<file path="config.mk">
export PLATFORM = sky130hd
export DESIGN_NAME = stopwatch_countdown_timer_controller
export DESIGN_NICKNAME = d
export VERILOG_FILES = /design/src/rtl/swct_pkg.sv /design/src/rtl/stopwatch_countdown_timer_controller.sv /design/src/rtl/swct_div.sv
export VERILOG_INCLUDE_DIRS = /design/src /design/src/rtl
export SDC_FILE = /design/constraint.sdc
export NUM_CORES = 1
export LEC_CHECK = 0
export BUFFER_PORTS_ARGS = -buffer_cell sky130_fd_sc_hd__buf_2
export CORE_MARGIN = 2
export CORE_UTILIZATION = 52
export CTS_BUF_LIST = sky130_fd_sc_hd__clkbuf_2 sky130_fd_sc_hd__clkbuf_4 sky130_fd_sc_hd__clkbuf_8
export DETAILED_ROUTE_END_ITERATION = 16
export GPL_TIMING_DRIVEN = 0
export PLACE_DENSITY = 0.69
export SLEW_MARGIN = 20
export SYNTH_ARGS = -nofsm -noshare
export SYNTH_HDL_FRONTEND = slang
export SYNTH_SLANG_ARGS = --single-unit
</file>
<file path="constraint.sdc">
create_clock -name clk -period 9.3 [get_ports clk]
set_input_delay 0.465 -clock clk [delete_from_list [all_inputs] [get_ports clk]]
set_output_delay 0.465 -clock clk [all_outputs]
set_load 0.02 [all_outputs]
</file>
<file path="src/rtl/stopwatch_countdown_timer_controller_macros.svh">
// Assertion macros for the stopwatch and countdown timer controller.
`ifndef STOPWATCH_COUNTDOWN_TIMER_CONTROLLER_MACROS_SVH
`define STOPWATCH_COUNTDOWN_TIMER_CONTROLLER_MACROS_SVH

// same-cycle implication
`define SWCT_ASSERT_IMP(name, pre, post, msg) \
    name: assert property (@(posedge clk) disable iff (!rst_n) (pre) |-> (post)) \
        else $error(msg);

// next-cycle implication
`define SWCT_ASSERT_NXT(name, pre, post, msg) \
    name: assert property (@(posedge clk) disable iff (!rst_n) (pre) |=> (post)) \
        else $error(msg);

`endif

</file>
<file path="src/rtl/swct_pkg.sv">
// Shared types and constants for the stopwatch and countdown timer controller.
package swct_pkg;

    localparam int SW_BITS     = 32;
    localparam int REM_BITS    = 27;
    localparam int DUR_BITS    = 17;
    localparam int SECS_BITS   = 17;
    localparam int RATE_BITS   = 10;
    localparam int WELC_BITS   = 16;
    localparam int DVD_BITS    = 28;
    localparam int DVS_BITS    = 12;
    localparam int DIV_STEPS   = DVD_BITS;
    localparam int DIV_CNT_W   = $clog2(DIV_STEPS);

    // duration split: hours and minutes by reciprocal multiply
    localparam int REST_BITS   = 12;
    localparam int HR_PROD_W   = DUR_BITS + 16;
    localparam int MN_PROD_W   = REST_BITS + 13;
    localparam int HR_SHIFT    = 27;
    localparam int MN_SHIFT    = 18;
    localparam logic [15:0] HR_RECIP = 16'd37283;
    localparam logic [12:0] MN_RECIP = 13'd4370;

    localparam logic [DUR_BITS-1:0]  DUR_RESET   = DUR_BITS'(300);
    localparam logic [RATE_BITS-1:0] RATE_RESET  = RATE_BITS'(1000);
    localparam logic [WELC_BITS-1:0] WELC_RESET  = WELC_BITS'(1600);
    localparam logic [REM_BITS-1:0]  REM_RESET   = REM_BITS'(300 * 1000);
    localparam logic [DVS_BITS-1:0]  SECS_PER_HR = DVS_BITS'(3600);
    localparam logic [DVS_BITS-1:0]  SECS_PER_MN = DVS_BITS'(60);

    localparam logic [2:0] KEY_UP    = 3'd0;
    localparam logic [2:0] KEY_DOWN  = 3'd1;
    localparam logic [2:0] KEY_RIGHT = 3'd2;
    localparam logic [2:0] KEY_LEFT  = 3'd3;
    localparam logic [2:0] KEY_OK    = 3'd4;
    localparam logic [2:0] KEY_BACK  = 3'd5;

    localparam logic       MODE_TICK = 1'b0;

    localparam logic [1:0] FLD_HOURS = 2'd0;
    localparam logic [1:0] FLD_MINS  = 2'd1;
    localparam logic [1:0] FLD_SECS  = 2'd2;

    localparam logic       CFG_TPS     = 1'b0;
    localparam logic       CFG_WELCOME = 1'b1;

    typedef enum logic [2:0] {
        SCR_WELCOME = 3'd0,
        SCR_HOME    = 3'd1,
        SCR_WATCH   = 3'd2,
        SCR_TIMER   = 3'd3,
        SCR_EDIT    = 3'd4,
        SCR_DONE    = 3'd5
    } screen_t;

    typedef enum logic [3:0] {
        ST_IDLE,
        ST_EXEC,
        ST_HOURS,
        ST_REST,
        ST_MINS,
        ST_SPLIT,
        ST_ADJ,
        ST_LOAD,
        ST_SECS,
        ST_WAIT_S,
        ST_OUT
    } state_t;

    typedef struct packed {
        logic                start;
        logic [DVD_BITS-1:0] dividend;
        logic [DVS_BITS-1:0] divisor;
    } div_req_t;

    typedef struct packed {
        logic                busy;
        logic                done;
        logic [DVD_BITS-1:0] quotient;
        logic [DVS_BITS-1:0] remainder;
    } div_rsp_t;

    typedef struct packed {
        logic [2:0]           pad;
        logic                 quit;
        logic                 alarm_stop;
        logic                 alarm_start;
        logic [DUR_BITS-1:0]  duration_seconds;
        logic [SECS_BITS-1:0] remaining_seconds;
        logic                 timer_active;
        logic                 stopwatch_active;
        logic [31:0]          stopwatch_count;
        logic [1:0]           edit_field;
        logic                 selected_row;
        logic [2:0]           screen;
    } out_word_t;

endpackage

</file>
<file path="src/rtl/stopwatch_countdown_timer_controller.sv">
// Stopwatch and countdown timer controller: sequencer, state and output register.
// Each accepted word runs through EXEC, the divider (SECS, WAIT_S) and OUT; edit up/down keys
// first split the duration into hours, minutes and seconds, adjust it and reload over six steps.
// One word is worked at a time, through the 28-step divider; s_axis_tready is high only in idle.
// A new word is taken while the previous result still waits on the master side.
// rst_n sets the timer state asynchronously to power-on values, work and output registers aside; no clearing pass.
`include "stopwatch_countdown_timer_controller_macros.svh"

module stopwatch_countdown_timer_controller (
    input  logic        clk,
    input  logic        rst_n,
    input  logic        s_axis_tvalid,
    output logic        s_axis_tready,
    input  logic [7:0]  s_axis_tdata,   // key[2:0], press_kind[4:3], zero fill
    input  logic        s_axis_tuser,   // mode[0]
    output logic        m_axis_tvalid,
    input  logic        m_axis_tready,
    output logic [79:0] m_axis_tdata,   // screen[2:0], selected_row[3], edit_field[5:4],
                                        // stopwatch_count[37:6], stopwatch_active[38],
                                        // timer_active[39], remaining_seconds[56:40],
                                        // duration_seconds[73:57], alarm_start[74],
                                        // alarm_stop[75], quit[76], zero fill
    input  logic        cfg_valid,
    output logic        cfg_ready,
    input  logic        cfg_index,
    input  logic [15:0] cfg_data
);

    swct_pkg::state_t                   state_reg, state_next;
    swct_pkg::screen_t                  screen_reg, screen_next;
    logic                               row_reg, row_next;
    logic [1:0]                         field_reg, field_next;
    logic [swct_pkg::WELC_BITS-1:0]     wc_reg, wc_next;
    logic [swct_pkg::SW_BITS-1:0]       sw_reg, sw_next;
    logic                               sw_on_reg, sw_on_next;
    logic [swct_pkg::DUR_BITS-1:0]      dur_reg, dur_next;
    logic [swct_pkg::REM_BITS-1:0]      rem_reg, rem_next;
    logic                               tmr_on_reg, tmr_on_next;
    logic                               quit_reg, quit_next;
    logic [swct_pkg::RATE_BITS-1:0]     tps_reg, tps_next;
    logic [swct_pkg::WELC_BITS-1:0]     welc_reg, welc_next;
    logic                               mode_reg, mode_next;
    logic [2:0]                         key_reg, key_next;
    logic [1:0]                         kind_reg, kind_next;
    logic                               alarm_reg, alarm_next;
    logic                               stop_reg, stop_next;
    logic [4:0]                         hr_reg, hr_next;
    logic [swct_pkg::REST_BITS-1:0]     rest_reg, rest_next;
    logic [5:0]                         min_reg, min_next;
    logic [5:0]                         sec_reg, sec_next;
    logic [swct_pkg::SECS_BITS-1:0]     secs_reg, secs_next;
    logic                               out_valid_reg, out_valid_next;
    swct_pkg::out_word_t                out_word_reg, out_word_next;

    swct_pkg::div_req_t                 div_req;
    swct_pkg::div_rsp_t                 div_rsp;

    logic [swct_pkg::RATE_BITS-1:0]     rate;
    logic [swct_pkg::REM_BITS-1:0]      full_ticks;
    logic                               key_live;
    logic                               adjust_req;
    logic                               out_free;
    logic [swct_pkg::SW_BITS+31:0]      sw_ext;

    // h/m/s split
    logic [swct_pkg::HR_PROD_W-1:0]     hr_prod;
    logic [swct_pkg::MN_PROD_W-1:0]     mn_prod;
    logic [swct_pkg::DUR_BITS-1:0]      rest_full;
    logic [swct_pkg::REST_BITS-1:0]     sec_full;

    // h/m/s edit
    logic [4:0]                         adj_h;
    logic [5:0]                         adj_m;
    logic [5:0]                         adj_s;
    logic [swct_pkg::DUR_BITS-1:0]      adj_dur;

    logic [swct_pkg::WELC_BITS-1:0]     wc_inc;
    logic [swct_pkg::REM_BITS-1:0]      rem_tick;

    swct_div u_div (
        .clk   (clk),
        .rst_n (rst_n),
        .req   (div_req),
        .rsp   (div_rsp)
    );

    assign rate       = (tps_reg == '0) ? swct_pkg::RATE_BITS'(1) : tps_reg;
    assign full_ticks = swct_pkg::REM_BITS'(dur_reg) * swct_pkg::REM_BITS'(rate);
    assign key_live   = (mode_reg != swct_pkg::MODE_TICK) && !kind_reg[1];
    assign adjust_req = key_live && (screen_reg == swct_pkg::SCR_EDIT)
                        && ((key_reg == swct_pkg::KEY_UP) || (key_reg == swct_pkg::KEY_DOWN));
    assign out_free   = !out_valid_reg || m_axis_tready;
    assign sw_ext     = {32'd0, sw_reg};
    assign cfg_ready  = 1'b1;

    // duration is below 24 h, so the reciprocals give exact hours and minutes
    assign hr_prod   = swct_pkg::HR_PROD_W'(dur_reg) * swct_pkg::HR_PROD_W'(swct_pkg::HR_RECIP);
    assign mn_prod   = swct_pkg::MN_PROD_W'(rest_reg) * swct_pkg::MN_PROD_W'(swct_pkg::MN_RECIP);
    assign rest_full = dur_reg - swct_pkg::DUR_BITS'(hr_reg) * swct_pkg::DUR_BITS'(swct_pkg::SECS_PER_HR);
    assign sec_full  = rest_reg
                       - swct_pkg::REST_BITS'(min_reg) * swct_pkg::REST_BITS'(swct_pkg::SECS_PER_MN);

    // next state
    always_comb
    begin
        state_next = state_reg;
        case (state_reg)
            swct_pkg::ST_IDLE:
                if (s_axis_tvalid)
                    state_next = swct_pkg::ST_EXEC;
            swct_pkg::ST_EXEC:
                state_next = adjust_req ? swct_pkg::ST_HOURS : swct_pkg::ST_SECS;
            swct_pkg::ST_HOURS:
                state_next = swct_pkg::ST_REST;
            swct_pkg::ST_REST:
                state_next = swct_pkg::ST_MINS;
            swct_pkg::ST_MINS:
                state_next = swct_pkg::ST_SPLIT;
            swct_pkg::ST_SPLIT:
                state_next = swct_pkg::ST_ADJ;
            swct_pkg::ST_ADJ:
                state_next = swct_pkg::ST_LOAD;
            swct_pkg::ST_LOAD:
                state_next = swct_pkg::ST_SECS;
            swct_pkg::ST_SECS:
                state_next = swct_pkg::ST_WAIT_S;
            swct_pkg::ST_WAIT_S:
                if (div_rsp.done)
                    state_next = swct_pkg::ST_OUT;
            swct_pkg::ST_OUT:
                if (out_free)
                    state_next = swct_pkg::ST_IDLE;
            default:
                state_next = swct_pkg::ST_IDLE;
        endcase
    end

    // sequencer outputs
    always_comb
    begin
        s_axis_tready    = 1'b0;
        div_req.start    = 1'b0;
        div_req.dividend = swct_pkg::DVD_BITS'(rem_reg) + swct_pkg::DVD_BITS'(rate)
                           - swct_pkg::DVD_BITS'(1);
        div_req.divisor  = swct_pkg::DVS_BITS'(rate);
        case (state_reg)
            swct_pkg::ST_IDLE:
                s_axis_tready = 1'b1;
            swct_pkg::ST_SECS:
                div_req.start = 1'b1;
            default:
            begin
                s_axis_tready = 1'b0;
            end
        endcase
    end

    // edit arithmetic on the split duration
    always_comb
    begin
        adj_h = hr_reg;
        adj_m = min_reg;
        adj_s = sec_reg;
        case (field_reg)
            swct_pkg::FLD_HOURS:
                if (key_reg == swct_pkg::KEY_UP)
                    adj_h = (hr_reg == 5'd23) ? 5'd0 : hr_reg + 5'd1;
                else
                    adj_h = (hr_reg == 5'd0) ? 5'd23 : hr_reg - 5'd1;
            swct_pkg::FLD_MINS:
                if (key_reg == swct_pkg::KEY_UP)
                    adj_m = (adj_m == 6'd59) ? 6'd0 : adj_m + 6'd1;
                else
                    adj_m = (adj_m == 6'd0) ? 6'd59 : adj_m - 6'd1;
            default:
                if (key_reg == swct_pkg::KEY_UP)
                    adj_s = (adj_s == 6'd59) ? 6'd0 : adj_s + 6'd1;
                else
                    adj_s = (adj_s == 6'd0) ? 6'd59 : adj_s - 6'd1;
        endcase
        adj_dur = swct_pkg::DUR_BITS'(adj_h) * swct_pkg::DUR_BITS'(swct_pkg::SECS_PER_HR)
                  + swct_pkg::DUR_BITS'(adj_m) * swct_pkg::DUR_BITS'(swct_pkg::SECS_PER_MN)
                  + swct_pkg::DUR_BITS'(adj_s);
    end

    assign wc_inc   = (wc_reg == '1) ? wc_reg : wc_reg + 1'b1;
    assign rem_tick = (rem_reg != '0) ? rem_reg - 1'b1 : rem_reg;

    // datapath
    always_comb
    begin
        screen_next    = screen_reg;
        row_next       = row_reg;
        field_next     = field_reg;
        wc_next        = wc_reg;
        sw_next        = sw_reg;
        sw_on_next     = sw_on_reg;
        dur_next       = dur_reg;
        rem_next       = rem_reg;
        tmr_on_next    = tmr_on_reg;
        quit_next      = quit_reg;
        tps_next       = tps_reg;
        welc_next      = welc_reg;
        mode_next      = mode_reg;
        key_next       = key_reg;
        kind_next      = kind_reg;
        alarm_next     = alarm_reg;
        stop_next      = stop_reg;
        hr_next        = hr_reg;
        rest_next      = rest_reg;
        min_next       = min_reg;
        sec_next       = sec_reg;
        secs_next      = secs_reg;
        out_valid_next = out_valid_reg && !m_axis_tready;
        out_word_next  = out_word_reg;

        if (cfg_valid)
        begin
            if (cfg_index == swct_pkg::CFG_TPS)
                tps_next = cfg_data[swct_pkg::RATE_BITS-1:0];
            else
                welc_next = cfg_data;
        end

        case (state_reg)
            swct_pkg::ST_IDLE:
                if (s_axis_tvalid)
                begin
                    mode_next  = s_axis_tuser;
                    key_next   = s_axis_tdata[2:0];
                    kind_next  = s_axis_tdata[4:3];
                    alarm_next = 1'b0;
                    stop_next  = 1'b0;
                end
            swct_pkg::ST_EXEC:
                if (mode_reg == swct_pkg::MODE_TICK)
                begin
                    if (sw_on_reg)
                        sw_next = sw_reg + swct_pkg::SW_BITS'(1);
                    if (screen_reg == swct_pkg::SCR_WELCOME)
                    begin
                        wc_next = wc_inc;
                        if (wc_inc >= welc_reg)
                            screen_next = swct_pkg::SCR_HOME;
                    end
                    if (tmr_on_reg)
                    begin
                        rem_next = rem_tick;
                        if (rem_tick == '0)
                        begin
                            tmr_on_next = 1'b0;
                            screen_next = swct_pkg::SCR_DONE;
                            alarm_next  = 1'b1;
                        end
                    end
                end
                else if (key_live)
                begin
                    case (screen_reg)
                        swct_pkg::SCR_WELCOME:
                            screen_next = swct_pkg::SCR_HOME;
                        swct_pkg::SCR_DONE:
                            if ((key_reg == swct_pkg::KEY_OK) || (key_reg == swct_pkg::KEY_BACK))
                            begin
                                stop_next   = 1'b1;
                                screen_next = swct_pkg::SCR_TIMER;
                                row_next    = 1'b1;
                            end
                        swct_pkg::SCR_HOME:
                            if (key_reg == swct_pkg::KEY_BACK)
                                quit_next = 1'b1;
                            else if ((key_reg == swct_pkg::KEY_UP)
                                     || (key_reg == swct_pkg::KEY_DOWN))
                                row_next = ~row_reg;
                            else if (key_reg == swct_pkg::KEY_OK)
                            begin
                                screen_next = row_reg ? swct_pkg::SCR_TIMER : swct_pkg::SCR_WATCH;
                                row_next    = 1'b0;
                            end
                        swct_pkg::SCR_WATCH:
                            if (key_reg == swct_pkg::KEY_BACK)
                            begin
                                screen_next = swct_pkg::SCR_HOME;
                                row_next    = 1'b0;
                            end
                            else if (key_reg == swct_pkg::KEY_OK)
                                sw_on_next = ~sw_on_reg;
                            else if (key_reg == swct_pkg::KEY_RIGHT)
                            begin
                                sw_on_next = 1'b0;
                                sw_next    = '0;
                            end
                        swct_pkg::SCR_TIMER:
                            if (key_reg == swct_pkg::KEY_BACK)
                            begin
                                screen_next = swct_pkg::SCR_HOME;
                                row_next    = 1'b1;
                            end
                            else if (key_reg == swct_pkg::KEY_LEFT)
                            begin
                                tmr_on_next = 1'b0;
                                rem_next    = full_ticks;
                            end
                            else if ((key_reg == swct_pkg::KEY_RIGHT) && !tmr_on_reg)
                            begin
                                screen_next = swct_pkg::SCR_EDIT;
                                field_next  = swct_pkg::FLD_HOURS;
                            end
                            else if (key_reg == swct_pkg::KEY_OK)
                            begin
                                if (tmr_on_reg)
                                begin
                                    tmr_on_next = 1'b0;
                                    if (rem_reg == '0)
                                    begin
                                        screen_next = swct_pkg::SCR_DONE;
                                        alarm_next  = 1'b1;
                                    end
                                end
                                else
                                begin
                                    if (rem_reg == '0)
                                        rem_next = full_ticks;
                                    tmr_on_next = 1'b1;
                                end
                            end
                        swct_pkg::SCR_EDIT:
                            if ((key_reg == swct_pkg::KEY_BACK) || (key_reg == swct_pkg::KEY_OK))
                                screen_next = swct_pkg::SCR_TIMER;
                            else if (key_reg == swct_pkg::KEY_LEFT)
                            begin
                                case (field_reg)
                                    swct_pkg::FLD_HOURS: field_next = swct_pkg::FLD_SECS;
                                    swct_pkg::FLD_MINS:  field_next = swct_pkg::FLD_HOURS;
                                    default:             field_next = swct_pkg::FLD_MINS;
                                endcase
                                if (field_reg == 2'd3)
                                    field_next = swct_pkg::FLD_SECS;
                            end
                            else if (key_reg == swct_pkg::KEY_RIGHT)
                            begin
                                case (field_reg)
                                    swct_pkg::FLD_HOURS: field_next = swct_pkg::FLD_MINS;
                                    swct_pkg::FLD_MINS:  field_next = swct_pkg::FLD_SECS;
                                    default:             field_next = swct_pkg::FLD_HOURS;
                                endcase
                                if (field_reg == 2'd3)
                                    field_next = swct_pkg::FLD_MINS;
                            end
                        default:
                            screen_next = screen_reg;
                    endcase
                end
            swct_pkg::ST_HOURS:
                hr_next = hr_prod[swct_pkg::HR_SHIFT +: 5];
            swct_pkg::ST_REST:
                rest_next = rest_full[swct_pkg::REST_BITS-1:0];
            swct_pkg::ST_MINS:
                min_next = mn_prod[swct_pkg::MN_SHIFT +: 6];
            swct_pkg::ST_SPLIT:
                sec_next = sec_full[5:0];
            swct_pkg::ST_ADJ:
                dur_next = (adj_dur == '0) ? swct_pkg::DUR_BITS'(1) : adj_dur;
            swct_pkg::ST_LOAD:
                rem_next = full_ticks;
            swct_pkg::ST_WAIT_S:
                if (div_rsp.done)
                begin
                    if (div_rsp.quotient[swct_pkg::DVD_BITS-1:swct_pkg::SECS_BITS] != '0)
                        secs_next = '1;
                    else
                        secs_next = div_rsp.quotient[swct_pkg::SECS_BITS-1:0];
                end
            swct_pkg::ST_OUT:
                if (out_free)
                begin
                    out_valid_next                  = 1'b1;
                    out_word_next.pad               = '0;
                    out_word_next.quit              = quit_reg;
                    out_word_next.alarm_stop        = stop_reg;
                    out_word_next.alarm_start       = alarm_reg;
                    out_word_next.duration_seconds  = dur_reg;
                    out_word_next.remaining_seconds = secs_reg;
                    out_word_next.timer_active      = tmr_on_reg;
                    out_word_next.stopwatch_active  = sw_on_reg;
                    out_word_next.stopwatch_count   = sw_ext[31:0];
                    out_word_next.edit_field        = field_reg;
                    out_word_next.selected_row      = row_reg;
                    out_word_next.screen            = screen_reg;
                end
            default:
                out_word_next = out_word_reg;
        endcase

        // an expiry empties the countdown
        if (alarm_next && !alarm_reg)
            rem_next = '0;
    end

    always_ff @(posedge clk or negedge rst_n)
    begin
        if (!rst_n)
        begin
            state_reg     <= swct_pkg::ST_IDLE;
            screen_reg    <= swct_pkg::SCR_WELCOME;
            row_reg       <= 1'b0;
            field_reg     <= swct_pkg::FLD_HOURS;
            wc_reg        <= '0;
            sw_reg        <= '0;
            sw_on_reg     <= 1'b0;
            dur_reg       <= swct_pkg::DUR_RESET;
            rem_reg       <= swct_pkg::REM_RESET;
            tmr_on_reg    <= 1'b0;
            quit_reg      <= 1'b0;
            tps_reg       <= swct_pkg::RATE_RESET;
            welc_reg      <= swct_pkg::WELC_RESET;
            alarm_reg     <= 1'b0;
            stop_reg      <= 1'b0;
            out_valid_reg <= 1'b0;
        end
        else
        begin
            state_reg     <= state_next;
            screen_reg    <= screen_next;
            row_reg       <= row_next;
            field_reg     <= field_next;
            wc_reg        <= wc_next;
            sw_reg        <= sw_next;
            sw_on_reg     <= sw_on_next;
            dur_reg       <= dur_next;
            rem_reg       <= rem_next;
            tmr_on_reg    <= tmr_on_next;
            quit_reg      <= quit_next;
            tps_reg       <= tps_next;
            welc_reg      <= welc_next;
            alarm_reg     <= alarm_next;
            stop_reg      <= stop_next;
            out_valid_reg <= out_valid_next;
        end
    end

    always_ff @(posedge clk)
    begin
        mode_reg     <= mode_next;
        key_reg      <= key_next;
        kind_reg     <= kind_next;
        hr_reg       <= hr_next;
        rest_reg     <= rest_next;
        min_reg      <= min_next;
        sec_reg      <= sec_next;
        secs_reg     <= secs_next;
        out_word_reg <= out_word_next;
    end

    assign m_axis_tvalid = out_valid_reg;
    assign m_axis_tdata  = out_word_reg;

    `SWCT_ASSERT_IMP(a_div_idle, s_axis_tready, !div_rsp.busy, "divider busy while idle")
    `SWCT_ASSERT_NXT(a_one_word, s_axis_tvalid && s_axis_tready, !s_axis_tready, "second word taken during work")
    `SWCT_ASSERT_IMP(a_alarm_done, m_axis_tvalid && out_word_reg.alarm_start, (out_word_reg.screen == swct_pkg::SCR_DONE) && !out_word_reg.timer_active, "alarm without done screen")
    `SWCT_ASSERT_IMP(a_stop_timer, m_axis_tvalid && out_word_reg.alarm_stop, (out_word_reg.screen == swct_pkg::SCR_TIMER) && out_word_reg.selected_row, "stop without timer screen")

endmodule

</file>
<file path="src/rtl/swct_div.sv">
// Restoring divider, one quotient bit per cycle.
module swct_div (
    input  logic               clk,
    input  logic               rst_n,
    input  swct_pkg::div_req_t req,
    output swct_pkg::div_rsp_t rsp
);

    logic                               busy_reg, busy_next;
    logic                               done_reg, done_next;
    logic [swct_pkg::DIV_CNT_W-1:0]     cnt_reg, cnt_next;
    logic [swct_pkg::DVD_BITS-1:0]      quo_reg, quo_next;
    logic [swct_pkg::DVS_BITS-1:0]      rem_reg, rem_next;
    logic [swct_pkg::DVS_BITS-1:0]      dvs_reg, dvs_next;
    logic [swct_pkg::DVS_BITS:0]        shifted;
    logic [swct_pkg::DVS_BITS+1:0]      diff;
    logic                               ge;

    assign shifted = {rem_reg, quo_reg[swct_pkg::DVD_BITS-1]};
    assign diff    = {1'b0, shifted} - {2'b00, dvs_reg};
    assign ge      = ~diff[swct_pkg::DVS_BITS+1];

    always_comb
    begin
        busy_next = busy_reg;
        done_next = 1'b0;
        cnt_next  = cnt_reg;
        quo_next  = quo_reg;
        rem_next  = rem_reg;
        dvs_next  = dvs_reg;
        if (req.start)
        begin
            busy_next = 1'b1;
            cnt_next  = '0;
            quo_next  = req.dividend;
            rem_next  = '0;
            dvs_next  = req.divisor;
        end
        else if (busy_reg)
        begin
            rem_next = ge ? diff[swct_pkg::DVS_BITS-1:0] : shifted[swct_pkg::DVS_BITS-1:0];
            quo_next = {quo_reg[swct_pkg::DVD_BITS-2:0], ge};
            cnt_next = cnt_reg + 1'b1;
            if (cnt_reg == swct_pkg::DIV_CNT_W'(swct_pkg::DIV_STEPS - 1))
            begin
                busy_next = 1'b0;
                done_next = 1'b1;
            end
        end
    end

    always_ff @(posedge clk or negedge rst_n)
    begin
        if (!rst_n)
        begin
            busy_reg <= 1'b0;
            done_reg <= 1'b0;
            cnt_reg  <= '0;
        end
        else
        begin
            busy_reg <= busy_next;
            done_reg <= done_next;
            cnt_reg  <= cnt_next;
        end
    end

    always_ff @(posedge clk)
    begin
        quo_reg <= quo_next;
        rem_reg <= rem_next;
        dvs_reg <= dvs_next;
    end

    assign rsp.busy      = busy_reg;
    assign rsp.done      = done_reg;
    assign rsp.quotient  = quo_reg;
    assign rsp.remainder = rem_reg;

endmodule

</file>
# Word-level counts from Yosys, hierarchy flattened

Cells that the tools add are included.

Add/subtract/negate cells: 17
$mul: 7
Order comparisons: 1
Equal/unequal tests: 70
Multiplexer cells: 122
Bitwise gates (word level): 6
Reduce and logical (&&, ||, !) cells: 52

Operators with widths:

| cell                                                                  | count |
|---|---|
| 27-bit 2-to-1 mux                                                     | 12 |
| 32-bit 2-to-1 mux                                                     | 7 |
| 28-bit 2-to-1 mux                                                     | 2 |
| 27-bit logical NOT                                                    | 2 |
| 27-bit one-hot mux with 2 select lines                                | 1 |
| 3-bit 2-to-1 mux                                                      | 17 |
| 6-bit 2-to-1 mux                                                      | 8 |
| 1-bit 2-to-1 mux                                                      | 45 |
| 4-bit one-hot mux with 11 select lines                                | 1 |
| 32-bit by 1-bit adder with 32-bit output, second input constant       | 1 |
| 17-bit by 16-bit multiplier with 32-bit output, second input constant | 1 |
| 5-bit 2-to-1 mux                                                      | 6 |
| 2-bit inequality test, second input constant                          | 15 |
| 5-bit inequality test, second input constant                          | 6 |
| 27-bit by 10-bit adder with 28-bit output                             | 1 |
| 28-bit by 1-bit subtractor with 28-bit output, second input constant  | 1 |
| 17-bit by 10-bit multiplier with 27-bit output                        | 1 |
| 9-bit AND reduction                                                   | 3 |
| 27-bit nonzero test                                                   | 1 |
| 27-bit by 1-bit subtractor with 27-bit output, second input constant  | 1 |
| 12-bit by 12-bit multiplier with 23-bit output, second input constant | 1 |
| 3-bit inequality test, second input constant                          | 6 |
| 6-bit AND reduction                                                   | 3 |
| 17-bit by 12-bit adder with 17-bit output                             | 1 |
| other kinds (64)                                                      | 132 |

Register bits: 320
Input bits: 31
Output and inout port bits: 83
Word-level logic and storage cells: 316

# Longest topological paths before layout

Depth after elaboration: 14
Gate-level depth with buffers: 29
Depth with buffers taken out: 29

# Hierarchy

From an unflattened synthesis, not the netlist that was laid out.

Cell total of the unflattened synthesis: 3100
Area total of the unflattened synthesis: 29977.5 µm²

By module, submodules not included:

| module                               | times used | cells each | area each (µm²) | sequential area each (µm²) |
|---|---|---|---|---|
| stopwatch_countdown_timer_controller | 1          | 2846       | 26954.6         | 7223.2 |
| swct_div                             | 1          | 254        | 3022.9          | 1616.6 |

# Worst setup path before layout

OpenSTA, ideal clock, no wires.

Path type: register to register
From: register state_reg[2]
To: register out_word_reg (netlist bit m_axis_tdata[0]) (enable)
Setup time: 0.623 ns
Data arrival time: 6.423 ns
Data required time: 8.677 ns
Setup slack: 2.254 ns
Stages on the path, launching flop included: 4
Path buffers: 1
Clock period less this slack: 7.046 ns
Cells stage by stage: dfrtp_1 clkbuf_1 nand2b_1 nor3b_1

Longest elaborated chain between the ends: 2

Ends and longest elaborated chain:

| element                              | RTL line                                    | source |
|---|---|---|
| from (decl)                          | stopwatch_countdown_timer_controller.sv:29  | `swct_pkg::state_t state_reg, state_next;` |
| from (signal assigned)               | stopwatch_countdown_timer_controller.sv:404 | `state_reg <= swct_pkg::ST_IDLE;` |
| from (signal assigned)               | stopwatch_countdown_timer_controller.sv:423 | `state_reg <= state_next;` |
| 4-bit equality test                  | stopwatch_countdown_timer_controller.sv:225 | `case (state_reg)` |
| 2-bit AND reduction (no source line) | --                                          |  |
| to (signal assigned)                 | stopwatch_countdown_timer_controller.sv:452 | `out_word_reg <= out_word_next;` |
| to (decl)                            | stopwatch_countdown_timer_controller.sv:53  | `swct_pkg::out_word_t out_word_reg, out_word_next;` |

No other way between the ends.
A chain may end at the register's enable or synchronous reset.

# Worst setup path after layout

From: register key_reg[1]
To: register dur_reg[0] in the netlist's numbering

Longest elaborated chain between the ends: 8
Elaborated cells between the ends (all ways): 13
Classes of those cells: add/sub: 2; mul: 2; mux: 7; reduce/logical: 2

Ends and longest elaborated chain:

| element                                                                                                             | RTL line                                                                                                                              | source |
|---|---|---|
| from (decl)                                                                                                         | stopwatch_countdown_timer_controller.sv:43                                                                                            | `logic [2:0] key_reg, key_next;` |
| from (signal assigned)                                                                                              | stopwatch_countdown_timer_controller.sv:445                                                                                           | `key_reg <= key_next;` |
| 3-bit logical NOT *                                                                                                 | stopwatch_countdown_timer_controller.sv:166, stopwatch_countdown_timer_controller.sv:171, stopwatch_countdown_timer_controller.sv:176 |  |
| 5-bit 2-to-1 mux / 6-bit 2-to-1 mux (equally long branches)                                                         | stopwatch_countdown_timer_controller.sv:166, stopwatch_countdown_timer_controller.sv:171                                              |  |
| 5-bit 2-to-1 mux / 6-bit 2-to-1 mux (equally long branches)                                                         | stopwatch_countdown_timer_controller.sv:164                                                                                           | `case (field_reg)` |
| 5-bit by 8-bit multiplier with 13-bit output / 6-bit by 4-bit multiplier with 10-bit output (equally long branches) | stopwatch_countdown_timer_controller.sv:181, stopwatch_countdown_timer_controller.sv:182                                              |  |
| 17-bit by 12-bit adder with 17-bit output                                                                           | stopwatch_countdown_timer_controller.sv:182                                                                                           | `+ swct_pkg::DUR_BITS'(adj_m) * swct_pkg::DUR_BITS'(swct_pkg::SECS_PER_MN)` |
| 17-bit by 6-bit adder with 17-bit output *                                                                          | stopwatch_countdown_timer_controller.sv:183                                                                                           | `+ swct_pkg::DUR_BITS'(adj_s);` |
| 17-bit logical NOT                                                                                                  | stopwatch_countdown_timer_controller.sv:363                                                                                           | `dur_next = (adj_dur == '0) ? swct_pkg::DUR_BITS'(1) : adj_dur;` |
| 17-bit 2-to-1 mux *                                                                                                 | stopwatch_countdown_timer_controller.sv:363                                                                                           |  |
| to (signal assigned)                                                                                                | stopwatch_countdown_timer_controller.sv:411                                                                                           | `dur_reg <= swct_pkg::DUR_RESET;` |
| to (signal assigned)                                                                                                | stopwatch_countdown_timer_controller.sv:430                                                                                           | `dur_reg <= dur_next;` |
| to (decl)                                                                                                           | stopwatch_countdown_timer_controller.sv:36                                                                                            | `logic [swct_pkg::DUR_BITS-1:0] dur_reg, dur_next;` |

Mark *: on every way between the ends. The rest lies on a longest branch, timed or not.

==> results.json <==
{
  "synthToLayoutAreaGrowth_pct": 9.865,
  "max_cap_viol_count": 0,
  "post_synth.cell_area_avg_um2": 9.529,
  "endpoint_kind": "flop",
  "run_status": "finished clean",
  "clk_latency_ps": 670,
  "synth.largest_area_cell": "sky130_fd_sc_hd__ha_1",
  "drt-initial-drc-count": 1693,
  "yosys.area_share.xor_xnor_pct": 4.975,
  "count_of_cells_resized_by_post_cts_repair": 0,
  "yosys-mux-area-fraction_pct": 1.282,
  "yosys.area_share.adder_pct": 31.46,
  "setup_violations": 0,
  "min_delay_path_depth": 3,
  "synth_seq_area_share_pct": 29.68,
  "max_freq_ghz": 0.1312,
  "pwr-share-comb_pct": 51.8,
  "synth_unique_cells": 83,
  "power.switching_mw": 3.073,
  "cellPowerDensity_nw_per_um2": 217.0,
  "tritoncts": "done",
  "wirelength_um": 73050,
  "min_path_type": "in -> reg",
  "pwr-share-seq_pct": 28.5,
  "synth_top_cell_area_share_pct": 18.06,
  "max-clock-path-buffers": 3,
  "start_kind": "flop",
  "finish.net_count": 3946,
  "synthSimpleGateAreaFrac_pct": 14.68,
  "largest_reg_flops": 77,
  "initial_utilization_pct": 52.56,
  "worst_ir_drop_vdd_mv": 0.2340,
  "timing_worst_setup_path_type": "reg -> reg",
  "drive_gt1_share_pct": 9.410,
  "die_height_um": 242.5,
  "buffer_ports.inserted": 105,
  "dominant_combinational_cell_family_by_area_after_synthesis": "adder cells",
  "initial_antenna_violation_count": 1,
  "dr_total_vias": 23160,
  "synth_seq_cells": 319,
  "finalCritPeriodShare_pct": 81.95,
  "timing.final.hold_violations": 0,
  "ioPinCount": 114,
  "clkPwrFrac_pct": 19.8,
  "power.leakage_nw": 15.76,
  "grtUsageTotal_pct": 25.24,
  "netlist_top_cells_area": "sky130_fd_sc_hd__ha_1 (18%), sky130_fd_sc_hd__edfxtp_1 (17%), sky130_fd_sc_hd__fa_1 (13%)",
  "synth_compound_gate_area_share_pct": 10.94,
  "root_driver": "sky130_fd_sc_hd__clkbuf_8",
  "die_w_um": 242.5,
  "synth-async-reset-ratio_pct": 44.20,
  "hold-worst-slack_ps": 54.44,
  "finish.instance_area_um2": 32500,
  "grt_setup_unrepaired": "false",
  "crit_required_ps": 9900,
  "timing.final.crit_period_ps": 7621,
  "register_area_um2": 8780,
  "finClkSkew_ps": 51.87,
  "tritoncts.num_buffers": 55,
  "relSlewSlack_pct": 26.29,
  "detail_route.first_pass.iterations": 7,
  "clock_tree.htree_level_count": 2,
  "detail_route.drc_violations": 0,
  "r2r_cells": 27,
  "synth-main-ff-cell": "sky130_fd_sc_hd__edfxtp_1",
  "total_cell_area_at_the_placement_stage_um2": 31200,
  "route.detailed.wl_per_inst_um": 17.84,
  "antenna_violating_nets_left": 0,
  "multi_input_comb_area_um2": 18780,
  "grt-ovfl-total": 0,
  "worst_ep_arrival_time_ps": 8220,
  "yosys_warning_count": 0,
  "critical_path_peak_fanout": 10,
  "grt_start_max_net_pins": 77,
  "std_cell_rows": 87,
  "clock_sink_count": 319,
  "core_area_um2": 56280,
  "fillers": 4924,
  "p_sw_share_pct": 43.57,
  "detailedPlacementHpwl_um": 57200,
  "synth_enable_flop_cells": 166,
  "worst-slew-pin-transition_ps": 1096,
  "ratio_of_routed_vias_to_standard_cells": 5.656,
  "cell_internal_pwr_mw": 3.980,
  "final_max_slew_viol_count": 0,
  "grt_pass1_vias": 23620,
  "cell_area_after_synthesis_um2": 29580,
  "post_synth_inst_count": 3104,
  "clk_transition_reported_paths_ps": 60,
  "gp_congestion": 0.9581,
  "fp.dieArea_um2": 58810,
  "grt_first_pass_wirelength_um": 120700
}
==> synth_stat cells (all sizes together) (17+ instances only) <==
library cell	count
xor2	66
nand3	59
nand2	317
mux2	23
dfstp	21
dfrtp	120
a31oi	23
a21oi	151
inv	422
or3	17
fa	198
xnor2	102
nor3	68
nor2b	27
a211oi	23
and2	58
a21o	32
or2	26
o21ai	152
edfxtp	166
nor4	29
ha	427
clkbuf	103
nor2	179
nand2b	24
nand4	30
==> cell type report <==
class                      count  area share [%]
inverter                     422           4.874
antenna                        1        0.007701
multi-input combinational   2250           57.78
tap                          756           2.911
sequential                   319           27.02
buffer                       115           1.455
clock buffer                  68           2.649
timing repair buffer         127           2.310
clock inverter                36          0.9972
==> per-layer routing <==
| metal | vias to the layer above | global-route usage, % | share of wire, % |
|---|---|---|---|
| li1 | 10940 | - | - |
| met1 | 11270 | 34.13 | 44 |
| met2 | 802 | 41.37 | 47 |
| met3 | 147 | 4.143 | 6.3 |
| met4 | 0 | 8.388 | 3.1 |
| met5 | - | 0 | 0 |
==> power groups by stage <==
stage               clock network, mW  logic [mW]  registers (mW)
floorplan                           0        2.76            1.92
CTS                              1.43        3.63            2.00
detailed placement                  0        3.58            2.03
global route                     1.48        4.12            2.03
global placement                    0        3.49            2.02
finish                           1.39        3.65            2.01
==> per-stage QoR <==
step	instances	TNS, ps	util (%)	setup WS [ps]	total power [mW]
after floorplan	3106	0	-	2254	4.684
after global placement	3967	-72820	55.19	-952.8	5.512
after detailed placement	3979	0	55.44	1744	5.611
after CTS	4093	0	57.72	1724	7.060
after global routing	4094	0	57.74	1129	7.639
final	4094	0	57.74	1679	7.052
==> critical path, cell delays in order (launching register included) <==
cell and delay (ps):
sky130_fd_sc_hd__edfxtp_1 420, sky130_fd_sc_hd__clkbuf_1 240, sky130_fd_sc_hd__nor3_1 860, sky130_fd_sc_hd__clkbuf_1 530, sky130_fd_sc_hd__buf_1 430, sky130_fd_sc_hd__o22ai_1 180
sky130_fd_sc_hd__a22oi_1 290, sky130_fd_sc_hd__inv_1 190, sky130_fd_sc_hd__fa_1 560, sky130_fd_sc_hd__inv_1 50, sky130_fd_sc_hd__fa_1 510, sky130_fd_sc_hd__inv_1 40
sky130_fd_sc_hd__ha_1 320, sky130_fd_sc_hd__a21o_1 160, sky130_fd_sc_hd__a21oi_1 220, sky130_fd_sc_hd__o21bai_1 90, sky130_fd_sc_hd__a21oi_1 180, sky130_fd_sc_hd__xnor2_1 170
sky130_fd_sc_hd__ha_1 270, sky130_fd_sc_hd__ha_1 240, sky130_fd_sc_hd__or3_1 360, sky130_fd_sc_hd__o211ai_1 150, sky130_fd_sc_hd__nor2_1 90, sky130_fd_sc_hd__a211oi_1 330
sky130_fd_sc_hd__nor2_1 90, sky130_fd_sc_hd__xor2_1 170, sky130_fd_sc_hd__nor4_1 280, sky130_fd_sc_hd__a21o_1 150
==> cell families (layout without fill, tap and decap cells) <==
| logic type | Yosys count | after routing |
|---|---|---|
| buffers and inverters | 537 | 768 |
| AO/OA/AOI/OAI | 525 | 525 |
| multiplexers | 35 | 35 |
| flip-flops | 319 | 319 |
| adder cells (fa/ha/maj) | 625 | 625 |
| XOR/XNOR | 168 | 168 |
| other | 2 | 5 |
| AND/OR/NAND/NOR | 893 | 893 |
==> timing repair <==
action,4_1_cts,5_1_grt
hold endpoints to repair,65,0
hold buffers,10,0
setup buffers,0,0
==> final timing paths <==
check,start,to,slack (ps)
setup / recovery,key_reg[1]$_DFFE_PP_,dur_reg[0]$_DFFE_PN0P_,1680
hold / removal,cfg_data[1],tps_reg[1]$_DFFE_PN0P_,50
setup reg to reg,key_reg[1]$_DFFE_PP_,dur_reg[0]$_DFFE_PN0P_,1680
hold reg to reg,secs_reg[14]$_SDFFCE_PP1P_,m_axis_tdata[54]$_DFFE_PP_,420
max in group asynchronous,rst_n,tmr_on_reg$_DFFE_PN0P_,8070
min in group asynchronous,rst_n,rem_reg[23]$_DFFE_PN0P_,350
==> placed cells by master (no fill, tap or decap), types with 13 or more instances in the layout <==
| cell type | n |
|---|---|
| sky130_fd_sc_hd__nor3_1 | 67 |
| sky130_fd_sc_hd__clkbuf_8 | 56 |
| sky130_fd_sc_hd__nand2_1 | 316 |
| sky130_fd_sc_hd__inv_1 | 421 |
| sky130_fd_sc_hd__clkinv_1 | 14 |
| sky130_fd_sc_hd__and2_1 | 58 |
| sky130_fd_sc_hd__nand3_1 | 58 |
| sky130_fd_sc_hd__clkbuf_1 | 103 |
| sky130_fd_sc_hd__buf_2 | 108 |
| sky130_fd_sc_hd__mux2_2 | 23 |
| sky130_fd_sc_hd__or3_1 | 17 |
| sky130_fd_sc_hd__o21a_1 | 13 |
| sky130_fd_sc_hd__and3_1 | 13 |
| sky130_fd_sc_hd__o211ai_1 | 15 |
| sky130_fd_sc_hd__o21ai_0 | 148 |
| sky130_fd_sc_hd__nand2b_1 | 24 |
| sky130_fd_sc_hd__a31oi_1 | 23 |
| sky130_fd_sc_hd__a211oi_1 | 23 |
| sky130_fd_sc_hd__nand4_1 | 30 |
| sky130_fd_sc_hd__xor2_1 | 66 |
| sky130_fd_sc_hd__a21o_1 | 32 |
| sky130_fd_sc_hd__o22ai_1 | 15 |
| sky130_fd_sc_hd__dfstp_2 | 21 |
| sky130_fd_sc_hd__fa_1 | 198 |
| sky130_fd_sc_hd__ha_1 | 427 |
| sky130_fd_sc_hd__nor4_1 | 22 |
| sky130_fd_sc_hd__edfxtp_1 | 166 |
| sky130_fd_sc_hd__or2_2 | 25 |
| sky130_fd_sc_hd__a21oi_1 | 151 |
| sky130_fd_sc_hd__o31ai_1 | 13 |
| sky130_fd_sc_hd__xnor2_1 | 102 |
| sky130_fd_sc_hd__nor2_1 | 178 |
| sky130_fd_sc_hd__o21bai_1 | 15 |
| sky130_fd_sc_hd__nor2b_1 | 27 |
| sky130_fd_sc_hd__dfrtp_1 | 120 |
Note: power is estimated with default switching activity, not from simulation.
